File: src/rtl/swm_pkg.sv
// swm_pkg: shared constants and types of the sliding window median unit
// used by the stream interfaces, the sorting cell and the top level
`default_nettype none

package swm_pkg;

    localparam int MAX_WINDOW_DEF  = 64;
    localparam int SAMPLE_BITS_DEF = 32;

    // configuration port
    localparam int APB_DATA_W = 32;
    localparam int CFG_ADDR_W = 3;
    localparam int WS_W       = 7;

    localparam logic [CFG_ADDR_W-1:0] ADDR_WINDOW_SIZE = CFG_ADDR_W'(0);
    localparam logic [WS_W-1:0]       WS_RESET         = WS_W'(3);

    // broadcast control from the top level to every cell
    typedef struct packed {
        logic load;       // input transaction taken this cycle
        logic clear;      // configuration write empties the window
        logic seq_start;  // sample starts a new sequence
        logic full;       // window full before this sample, start applied
    } t_cell_ctl;

    // per cell status seen by both neighbors
    typedef struct packed {
        logic valid;  // holds a sample of the current sequence
        logic surv;   // stays in the window after this sample
        logic lt;     // sorts before the new sample
        logic rb;     // the evicted entry sorts before this one
    } t_cell_flags;

endpackage

`default_nettype wire

File: src/rtl/swm_cell.sv
// swm_cell: one slot of the sorted window, holds a key and its age
// moves its entry up or down by at most one place each sample; depends on swm_pkg
`default_nettype none

module swm_cell
    import swm_pkg::*;
#(
    parameter int KEY_W = SAMPLE_BITS_DEF,
    parameter int AGE_W = 6
) (
    input  wire              i_clk,
    input  wire              i_rst_n,
    input  wire t_cell_ctl   i_ctl,
    input  wire [KEY_W-1:0]  i_new_key,
    input  wire [KEY_W-1:0]  i_ev_key,
    input  wire [AGE_W-1:0]  i_age_max,
    input  wire t_cell_flags i_lo_flags,
    input  wire [KEY_W-1:0]  i_lo_key,
    input  wire [AGE_W-1:0]  i_lo_age,
    input  wire t_cell_flags i_hi_flags,
    input  wire [KEY_W-1:0]  i_hi_key,
    input  wire [AGE_W-1:0]  i_hi_age,
    output t_cell_flags      o_flags,
    output logic [KEY_W-1:0] o_key,
    output logic [AGE_W-1:0] o_age,
    output logic             o_valid,
    output logic             o_evict
);

    logic             r_valid, n_valid;
    logic [KEY_W-1:0] r_key, n_key;
    logic [AGE_W-1:0] r_age, n_age;

    logic valid_e, evict, surv, lt, rb;
    logic stay, from_lo, from_hi;

    assign valid_e = r_valid && !i_ctl.seq_start;
    assign evict   = i_ctl.full && valid_e && (r_age == i_age_max);
    assign surv    = valid_e && !evict;
    assign lt      = surv && (r_key <= i_new_key);
    // the oldest entry sits first among equal keys
    assign rb      = surv && i_ctl.full && (i_ev_key <= r_key);

    assign o_flags = '{valid: valid_e, surv: surv, lt: lt, rb: rb};
    assign o_key   = r_key;
    assign o_age   = r_age;
    assign o_valid = r_valid;
    assign o_evict = evict;

    // net shift of an entry: one up if it sorts after the new key, one down
    // if the evicted entry sat below it
    assign stay    = surv && (lt != rb);
    assign from_lo = i_lo_flags.surv && !i_lo_flags.lt && !i_lo_flags.rb;
    assign from_hi = i_hi_flags.surv && i_hi_flags.lt && i_hi_flags.rb;

    always_comb begin
        n_valid = i_ctl.full ? valid_e : (valid_e || i_lo_flags.valid);
        if (stay) begin
            n_key = r_key;
            n_age = r_age + AGE_W'(1);
        end else if (from_lo) begin
            n_key = i_lo_key;
            n_age = i_lo_age + AGE_W'(1);
        end else if (from_hi) begin
            n_key = i_hi_key;
            n_age = i_hi_age + AGE_W'(1);
        end else begin
            n_key = i_new_key;
            n_age = '0;
        end
    end

    always_ff @(posedge i_clk) begin
        if (!i_rst_n || i_ctl.clear) begin
            r_valid <= 1'b0;
        end else if (i_ctl.load) begin
            r_valid <= n_valid;
        end
    end

    always_ff @(posedge i_clk) begin
        if (i_ctl.load) begin
            r_key <= n_key;
            r_age <= n_age;
        end
    end

endmodule

`default_nettype wire

File: config.mk
export PLATFORM = sky130hd
export DESIGN_NAME = swm_cell
export DESIGN_NICKNAME = d
export VERILOG_FILES = /design/src/rtl/swm_pkg.sv /design/src/rtl/swm_cell.sv
export SDC_FILE = /design/constraint.sdc
export NUM_CORES = 1
export LEC_CHECK = 0
export BUFFER_PORTS_ARGS = -buffer_cell sky130_fd_sc_hd__buf_2
export CAP_MARGIN = 30
export CORE_MARGIN = 5
export CORE_UTILIZATION = 47
export CTS_CLUSTER_SIZE = 12
export DETAILED_ROUTE_END_ITERATION = 8
export PLACE_DENSITY = 0.85
export SYNTH_ARGS = -nofsm -noshare
export SYNTH_HDL_FRONTEND = slang
export SYNTH_SLANG_ARGS = --single-unit
File: constraint.sdc
create_clock -name i_clk -period 4.48 [get_ports i_clk]
set_clock_uncertainty 0.05 [all_clocks]
set_input_delay 1.12 -clock i_clk [delete_from_list [all_inputs] [get_ports i_clk]]
set_output_delay 1.12 -clock i_clk [all_outputs]
set_load 0.02 [all_outputs]
# ---- Word level (Yosys, flattened, before mapping)
# Cells that the tools add are included.
dict set report word_totals {
  inputBits 160
  register_bits 39
}
dict set report classes {
  add_sub_neg 3
  n_bitwise 1
  magnitude_cmp 2
  reduce_logical 20
  n_mux 6
  n_eq_ne 2
}
# cell count
set ops {}
lappend ops {{$le A32 B32 Y1} 2}
lappend ops {{$mux W32} 2}
lappend ops {{$add A6 B1 Y6 const B} 3}
lappend ops {{$mux W6} 3}
lappend ops {{$logic_and A1 B1 Y1} 12}
lappend ops {{$eq A6 B6 Y1} 1}
lappend ops {{$logic_not A1 Y1} 5}
lappend ops {{$logic_or A1 B1 Y1} 2}
lappend ops {{$reduce_and A2 Y1} 1}
lappend ops {{$mux W1} 1}
lappend ops {{$ne A1 B1 Y1} 1}
lappend ops {{$not A1 Y1} 1}

# ---- Depth between registers and ports, before layout
# Gate-level depths: netlist of run 1.
dict set report depth {
  depth_word 12
  mapped_depth 9
}

# ---- Least setup slack after synthesis of run 1
# OpenSTA, ideal clock, no wires.
dict set report synth_timing {
  path_type {in2reg}
  start {input i_new_key[29]}
  end {register r_key[0], in the netlist o_key[0], enable pin}
  required_ns 4.038
  arrival_ns 3.709
  setup_slack_ns 0.329
  stages 9
  n_path_buf 0
  path_cell_list {inv_1 > ha_1 > nand4_2 > or4_4 > nor2_1 > o22ai_1 > a21o_1 > mux2i_4 > and2_1}
}
dict set report synth_between {
  elab_chain_cells 6
}
# element line
set synth_rtl {}
lappend synth_rtl {{from (decl)} swm_cell.sv:14} ;# input wire [KEY_W-1:0] i_new_key,
lappend synth_rtl {{$le A32 B32 Y1} swm_cell.sv:40} ;# assign lt = surv && (r_key <= i_new_key);
lappend synth_rtl {{$logic_and A1 B1 Y1} swm_cell.sv:40}
lappend synth_rtl {{$ne A1 B1 Y1} swm_cell.sv:52} ;# assign stay = surv && (lt != rb);
lappend synth_rtl {{$logic_and A1 B1 Y1} swm_cell.sv:52}
lappend synth_rtl {{$not A1 Y1 (no line)} -}
lappend synth_rtl {{$reduce_and A2 Y1 (no line)} -}
lappend synth_rtl {{to (signal assigned)} swm_cell.sv:83} ;# r_key <= n_key;
lappend synth_rtl {{to (decl)} swm_cell.sv:31} ;# logic [KEY_W-1:0] r_key, n_key;
# Every way passes these cells.
# A chain may end at the register's enable or synchronous reset.

==> Implementation_results.wiki, run 1 <==
{| class="wikitable"
! Metric !! Value
|-
| Status || finished clean
|-
| Top library cells by usage in the layout, fill and taps aside || buf_2, inv_1, ha_1, nand2_1, edfxtp_1
|-
| Hold buffer count at cts || 0
|-
| Weighted congestion at the end of routability-driven global placement || 0.884
|-
| First-pass detailed-route iteration total || 4
|-
| Synth Warn # || 0
|-
| Area used by multi-input combinational logic || 0.00250 mm2
|-
| Floorplan row count || 33
|-
| Clock Pin Slew Worst Setup and Hold Paths || 0.07 ns
|-
| Number of synthesized register bits || 39
|-
| Clock period minus worst slack || 4.31 ns
|-
| Proportion of power drawn by flip-flops and latches || 0.426
|-
| Power share of the clock group || 0.218
|-
| Initial core utilization || 0.483
|-
| Period utilization || 0.962
|-
| Top_reg_cell synth || edfxtp_1
|-
| Filler Cell Count || 695
|-
| Largest cells by area after synthesis || edfxtp_1, ha_1, mux2i_1
|-
| Hold/Removal Path Class || reg2reg
|-
| Chip Height || 102 um
|-
| R2R depth || 10
|-
| Maximum number of pins on one net before global-route repair || 39
|-
| Die Span X || 102 um
|-
| Clock Tree Buf Depth || 2
|-
| Post-route worst setup slack || 0.172 ns
|-
| Kind of critical path || in2out
|-
| Type of element launching the critical path || input pin
|-
| Post-synth top area cell || edfxtp_1
|-
| Clock buffer count from CTS || 5
|-
| Wire length per cell || 15.5 um
|-
| Max H-tree Level || 2
|-
| Met2 WL || 6090 um
|-
| Root Driver || clkbuf_8
|-
| Violation count after the first detailed-route iteration || 130
|-
| Power per cell area || 208 mW/mm2
|-
| Reg2reg start || o_key[17]$_DFFE_PP_
|-
| Clock insertion delay at the later pin of the skew report || 0.29 ns
|-
| Number of antenna violations at the first check in global routing || 0
|-
| Post-CTS Setup Bufs || 0
|-
| Launching element of the worst setup path || i_new_key[13]
|-
| Required time at the endpoint of the critical path || 3.31 ns
|-
| Synth Net Count || 671
|-
| Std-Cell Core Area || 0.00822 mm2
|-
| Number of top-level design ports || 204
|-
| Worst Tran Pin Value || 0.507 ns
|-
| Hold path depth || 2
|-
| Residual antenna-violating net count after detailed routing || 0
|-
| Fin nets || 872
|-
| # Max-Cap Violations || 0
|-
| Worst R2R Setup Slack || 1.41 ns
|-
| Slew HR || 0.653
|-
| Most common library cell in the layout ignoring fill and taps || buf_2
|-
| Mean instance size in the synthesized netlist || 8.94 um2
|-
| FFs w/ async S/R, synth || 0
|-
| Number of remaining DRC errors || 0
|-
| Critical Path Sink || o_flags[1]
|-
| Hold Vio Cnt, Final || 0
|-
| Number of cells produced by synthesis || 444
|-
| Sequential cell area in the final layout || 0.00116 mm2
|-
| Antenna Diode Count || 0
|-
| Number of unique standard cell types used by synthesis || 43
|-
| Via density per instance || 5.28
|-
| TritonCTS clock tree || done
|-
| Detailed placement HPWL || 10,100 um
|-
| Number of clock sinks || 39
|-
| Area of the die || 0.0104 mm2
|-
| Count of vias placed by the detailed router || 3,967
|-
| Type of element capturing the critical path || primary output
|-
| Peak clock frequency supported by timing || 232 MHz
|-
| RSZ-0062 raised after global routing || false
|-
| Total routed wire length on the met1 layer || 4360 um
|-
| First-pass GRT wire length || 18,700 um
|-
| Capturing point of the worst reg2reg path || o_key[15]$_DFFE_PP_
|-
| Top cell type's share of synthesized area || 0.287
|-
| Wire length on met3 || 897 um
|-
| Worst slack at placement || 0.116 ns
|-
| Switching Share || 0.331
|-
| Remaining global-route overflow || 0
|-
| Net switching power || 0.357 mW
|-
| Final cell utilization of the core || 0.631
|-
| Global-route usage over all layers || 0.223
|-
| Maximum fanout count along the critical path || 4
|-
| Vias in the first global route || 4,186
|-
| Comb power frac || 0.356
|-
| Overall routed net length || 11,600 um
|-
| Area of the mapped netlist || 0.00397 mm2
|-
| Maximum resistive drop on vdd || 0.134 mV
|-
| Uppermost layer routed || met4
|-
| Number of pins with negative max-slew slack in the final report || 0
|-
| Final setup violation count || 0
|-
| Number of enable-type register cells in the synthesized netlist || 38
|-
| Int Pwr || 0.721 mW
|-
| Leakage dissipation || 2.86 nW
|-
| IO buf count || 202
|-
| Fraction of final layout cells sized beyond drive strength 1 || 0.348
|-
| Arrival time at the worst endpoint || 3.14 ns
|-
| Sum of negative setup slack || 0 ns
|-
| Area growth from synthesis to final layout || 30.6%
|-
| Fraction of the yosys area taken by sequential cells || 0.292
|}
-- stage by stage --
| step | hold slack, ns | power (mW) | cells | cell area (um2) |
|---|---|---|---|---|
| after detailed placement | 0.562 | 0.851 | 743 | 5100 |
| final | 0.603 | 1.08 | 751 | 5180 |
| after CTS | 0.572 | 1.09 | 751 | 5180 |
| after global placement | 0.514 | 0.829 | 743 | 5100 |
| after global routing | 0.600 | 1.16 | 751 | 5180 |
| after floorplan | 0.593 | 0.688 | 444 | 3970 |
-- how the worst min path moves through the flow --
stage,slack [ns],startpoint,to
final,0.60,o_valid$_SDFFE_PP0P_,o_valid$_SDFFE_PP0P_
after detailed placement,0.56,o_valid$_SDFFE_PP0P_,o_valid$_SDFFE_PP0P_
after floorplan,0.59,o_valid$_SDFFE_PP0P_,o_valid$_SDFFE_PP0P_
after global routing,0.60,o_valid$_SDFFE_PP0P_,o_valid$_SDFFE_PP0P_
after CTS,0.57,o_valid$_SDFFE_PP0P_,o_valid$_SDFFE_PP0P_
after global placement,0.51,o_valid$_SDFFE_PP0P_,o_valid$_SDFFE_PP0P_
-- timing repair --
| action | CTS | global route |
|---|---|---|
| gates resized for setup | 0 | 1 |
| endpoints found under the hold margin | 0 | 0 |
| endpoints found under the setup margin | 0 | 1 |
-- cells by family (layout without fill, tap and decap cells) --
| group | Yosys count | in the layout | synth area share |
|---|---|---|---|
| DFF | 39 | 39 | 0.292 |
| muxes | 39 | 39 | 0.103 |
| adders and majority gates | 67 | 67 | 0.211 |
| and+or+nand+nor | 109 | 109 | 0.137 |
| AOI/OAI and AO/OA | 89 | 89 | 0.135 |
| buffers and inverters | 83 | 285 | 0.0823 |
| xor gates and xnor gates | 18 | 18 | 0.0397 |
-- flip-flops by register name (all words and copies together), names as in the netlist --
name and count:
o_age 6, o_key 32, o_valid 1
-- cell usage after synthesis, drive strengths merged (2+ instances only) --
library cell	count
inv	69
ha	67
nand2	48
o21ai	39
edfxtp	38
mux2i	38
a21oi	27
nand3	17
nand4	17
xnor2	13
clkbuf	8
nor2	8
buf	6
xor2	5
a21o	4
a22oi	4
a221o	3
nor2b	3
nor3b	3
o211ai	3
a221oi	2
and3	2
nor3	2
nor4	2
or3	2
or4	2
-- power groups by stage --
stage	logic, mW	clock network [mW]	registers [mW]
3_3_place_gp	0.363	0	0.466
5_1_grt	0.433	0.260	0.464
4_1_cts	0.386	0.242	0.459
3_5_place_dp	0.384	0	0.467
6_report	0.383	0.235	0.459
2_1_floorplan	0.192	0	0.496
-- routing by layer --
metal / vias to the layer above / track usage
met1: 1797 / 0.247
met4: 0 / 0.0757
li1: 1988 / -
met5: - / 0
met2: 158 / 0.428
met3: 24 / 0.0396
-- area by class of cell --
| class | instances | area share |
|---|---|---|
| inverters | 69 | 0.0500 |
| multi-input cells | 322 | 0.482 |
| repair buffers | 208 | 0.204 |
| clock buffers | 8 | 0.0154 |
| flip-flops and latches | 39 | 0.224 |
| well taps | 105 | 0.0253 |
-- worst max-delay path, stage by stage --
cell and delay (ns):
buf_2 0.09, inv_1 0.04, ha_1 0.30, nand4_2 0.17, or4_4 0.59, nor2_1 0.14
o22ai_1 0.15, a211oi_4 0.30, buf_2 0.23
Power figures use the tool's default switching activity.
==> inputs of run 2 (changes only) <==
--- a/config.mk
+++ b/config.mk
@@ -5,13 +5,14 @@
 export SDC_FILE = /design/constraint.sdc
 export NUM_CORES = 1
 export LEC_CHECK = 0
+export ABC_AREA = 1
 export BUFFER_PORTS_ARGS = -buffer_cell sky130_fd_sc_hd__buf_2
 export CAP_MARGIN = 30
 export CORE_MARGIN = 5
-export CORE_UTILIZATION = 47
+export CORE_UTILIZATION = 48
 export CTS_CLUSTER_SIZE = 12
 export DETAILED_ROUTE_END_ITERATION = 8
-export PLACE_DENSITY = 0.85
+export PLACE_DENSITY = 0.86
 export SYNTH_ARGS = -nofsm -noshare
 export SYNTH_HDL_FRONTEND = slang
 export SYNTH_SLANG_ARGS = --single-unit
==> run 2 against run 1 <==
Global-route usage fell by 0.72 points. Sequential share of layout area shrank 0.93 points. Utilization fell by 0.45 points. Clock-buffer cell count down 1. Final cell count rose by 16%. First-iteration DRC count down 3.8%.
==> Implementation_results.wiki, run 2 <==
{| class="wikitable"
! Metric !! Value
|-
| Status || finished clean
|-
| Sum of negative setup slack || 0 ns (unchanged)
|-
| Critical Path Max Stage Delay || 0.30 ns (-0.29 ns)
|-
| Area of the mapped netlist || 0.00423 mm2 (+6.5%)
|-
| CTS resizes || 0 (unchanged)
|-
| Cell with the most instances after synthesis || inv_1
|-
| Violation count after the first detailed-route iteration || 125 (-3.8%)
|-
| Count of vias placed by the detailed router || 4,469 (+13%)
|-
| Leakage dissipation || 3.12 nW (+9.0%)
|-
| Placed standard-cell area || 0.00533 mm2 (+4.5%)
|-
| Busiest layer in global routing || met2
|-
| Maximum fanout count along the critical path || 2 (-2)
|-
| Vias in the first global route || 4,521 (+8.0%)
|-
| Area growth from synthesis to final layout || 27.9%
|-
| IO buf count || 202 (unchanged)
|-
| Met1 Track Usage GR || 0.239 (-0.00808)
|-
| Largest cells by area after synthesis || edfxtp_1, ha_1, inv_1
|-
| Top_reg_cell synth || edfxtp_1
|-
| Final setup violation count || 0 (unchanged)
|-
| Met2 track demand over resource in global routing || 0.402 (-0.0260)
|-
| Slowest CP cell || ha_1
|-
| Number of pins with negative max-slew slack in the final report || 0 (unchanged)
|-
| Chip Height || 104 um (+1.9%)
|-
| Number of antenna violations at the first check in global routing || 0 (unchanged)
|-
| Number of cells produced by synthesis || 567 (+28%)
|-
| Fraction of the yosys area taken by sequential cells || 0.275 (-0.0179)
|-
| Number of flip-flops in the largest register || 32 (unchanged)
|-
| Via density per instance || 5.14 (-2.8%)
|-
| Required time at the endpoint of the critical path || 3.31 ns (about the same)
|-
| Clock insertion delay at the later pin of the skew report || 0.29 ns (about the same)
|-
| Most common library cell in the layout ignoring fill and taps || buf_2
|-
| Number of remaining DRC errors || 0 (unchanged)
|-
| Top cell type's share of synthesized area || 0.270 (-0.0176)
|-
| Global-route usage over all layers || 0.216 (-0.00724)
|-
| Synth Net Count || 794 (+18%)
|-
| Antenna Diode Count || 0 (unchanged)
|-
| Post-synth top area cell || edfxtp_1
|-
| Mean instance size in the synthesized netlist || 7.46 um2 (-17%)
|-
| TritonCTS clock tree || done
|-
| Final cell utilization of the core || 0.626 (-0.00455)
|-
| Finished layout cell area || 0.00541 mm2 (+4.3%)
|-
| Clock buffer count from CTS || 5 (unchanged)
|-
| Root Driver || clkbuf_8
|-
| FFs w/ async S/R, synth || 0 (unchanged)
|-
| Number of top-level design ports || 204 (unchanged)
|-
| Fin nets || 988 (+13%)
|-
| Hold Vio Cnt, Final || 0 (unchanged)
|-
| RSZ-0062 raised after global routing || false
|-
| Residual antenna-violating net count after detailed routing || 0 (unchanged)
|-
| Floorplan row count || 34 (+3.0%)
|-
| Std-Cell Core Area || 0.00864 mm2 (+5.1%)
|-
| Top library cells by usage in the layout, fill and taps aside || buf_2, inv_1, nand2_1, ha_1
|-
| Period utilization || 0.856 (-0.106)
|-
| Number of enable-type register cells in the synthesized netlist || 38 (unchanged)
|-
| Post-synth top cells || inv_1, nand2_1, ha_1
|-
| Worst path top cell family by delay || simple AND/OR/NAND/NOR gates
|-
| Arrival time at the worst endpoint || 2.67 ns (-0.47 ns)
|-
| Slew HR || 0.560 (-0.0936)
|-
| Detailed placement HPWL || 10,300 um (+2.1%)
|-
| Kind of critical path || in2out
|-
| Clock Tree Buf Depth || 2 (unchanged)
|-
| Number of buffer and inverter stages on the critical path || 3 (unchanged)
|-
| Fraction of final layout cells sized beyond drive strength 1 || 0.306 (-0.0425)
|-
| Number of synthesized register bits || 39 (unchanged)
|-
| # Max-Cap Violations || 0 (unchanged)
|-
| Global-route track usage on met3 || 0.0453 (+0.00572)
|-
| Worst Tran Pin Value || 0.661 ns (+0.153 ns)
|-
| Type of element launching the critical path || input pin
|-
| Remaining global-route overflow || 0 (unchanged)
|-
| Number of clock sinks || 39 (unchanged)
|-
| Hold buffer count at cts || 0 (unchanged)
|-
| Maximum resistive drop on vdd || 0.134 mV (+0.15%)
|-
| Clock Pin Slew Worst Setup and Hold Paths || 0.08 ns (about the same)
|-
| Initial core utilization || 0.490 (+0.00654)
|-
| First-pass detailed-route iteration total || 5 (+1)
|-
| Power per cell area || 206 mW/mm2 (-0.74%)
|-
| Maximum number of pins on one net before global-route repair || 41 (+5.1%)
|-
| First-pass GRT wire length || 19,800 um (+6.3%)
|-
| Weighted congestion at the end of routability-driven global placement || 0.813 (-8.0%)
|-
| Die Span X || 104 um (+1.9%)
|-
| Post-CTS Setup Bufs || 0 (unchanged)
|-
| Hold/Removal Path Class || reg2reg
|-
| Number of unique standard cell types used by synthesis || 40 (-7.0%)
|-
| Synth Warn # || 0 (unchanged)
|-
| Clock period minus worst slack || 3.84 ns (-0.473 ns)
|-
| Worst-case hold slack || 0.569 ns (-0.0342 ns)
|-
| Overall routed net length || 12,000 um (+3.3%)
|-
| Max H-tree Level || 2 (unchanged)
|-
| Type of element capturing the critical path || primary output
|-
| Wire length per cell || 13.8 um (-11%)
|-
| Area of the die || 0.0108 mm2 (+3.9%)
|-
| Peak clock frequency supported by timing || 261 MHz (+12%)
|-
| Cell breakdown of the critical path || buf_2, ha_1, a21oi_1, nor2_1, nor3_1, nand2_1, a21oi_1, nand2_1, nand2_2, nand2_2, inv_1, buf_2
|}
## run 2: changes by cell type in the layout (fill, tap and decap cells not counted), sizes merged, moves of 6 or more
cell    change
a21oi       +7
inv        +57
mux2i      -38
nand2      +74
nand4      -10
nor2       +21
o211ai     +28
xnor2      -12
xor2        +6
## run 2: power breakdown
group / switching [mW] / internal (mW) / total [mW]
clock: 0.129 / 0.110 / 0.239
sequential: 0.0252 / 0.437 / 0.462
combinational: 0.237 / 0.179 / 0.416
total: 0.392 / 0.725 / 1.12
## run 2: metrics by stage
stage                     setup slack, ns  std cells  total power, mW
after global routing                0.480        870             1.20
final                               0.645        870             1.12
after global placement              0.646        862            0.864
after floorplan                     0.345        567            0.722
after detailed placement            0.617        862            0.888
after CTS                           0.612        870             1.13
## run 2: worst min-delay path, cell delays in order (launching register included)
cell	delay (ns)
dfxtp_1	0.35
a21oi_1	0.07
nand2_1	0.06
nand2_1	0.04
nor2_1	0.07
## run 2: cell families after synthesis
| family | after synthesis | synth area share |
|---|---|---|
| simple gates | 186 | 0.197 |
| buf+inv | 145 | 0.135 |
| compound gates | 118 | 0.171 |
| fa+ha+maj | 67 | 0.198 |
| flops | 39 | 0.275 |
| xor+xnor | 12 | 0.0249 |
## run 2: final cells by class
type	count	area, um2
Clock inverter	1	5.00
Timing Repair Buffer	205	1050
Multi-Input combinational cell	383	2510
Fill cell	758	3230
Sequential cell	39	1160
Clock buffer	7	76.3
Tap cell	108	135
Inverter	127	477
## run 2: worst paths after layout
path | startpoint | depth (start not counted) | endpoint | slack, ns
worst max-delay path | i_ev_key[29] | 12 | o_flags[0] | 0.64
worst min-delay path | o_valid$_SDFFE_PP0P_ | 4 | o_valid$_SDFFE_PP0P_ | 0.57
worst max register to register | o_key[29]$_DFFE_PP_ | 14 | o_key[30]$_DFFE_PP_ | 1.65
worst min register to register | o_valid$_SDFFE_PP0P_ | 4 | o_valid$_SDFFE_PP0P_ | 0.57
## run 2: layer usage
metal  part of all wire  vias up
li1                   -     2267
met1               0.39     2036
met2               0.52      137
met3              0.062       29
met4              0.028        0
met5                  0        -
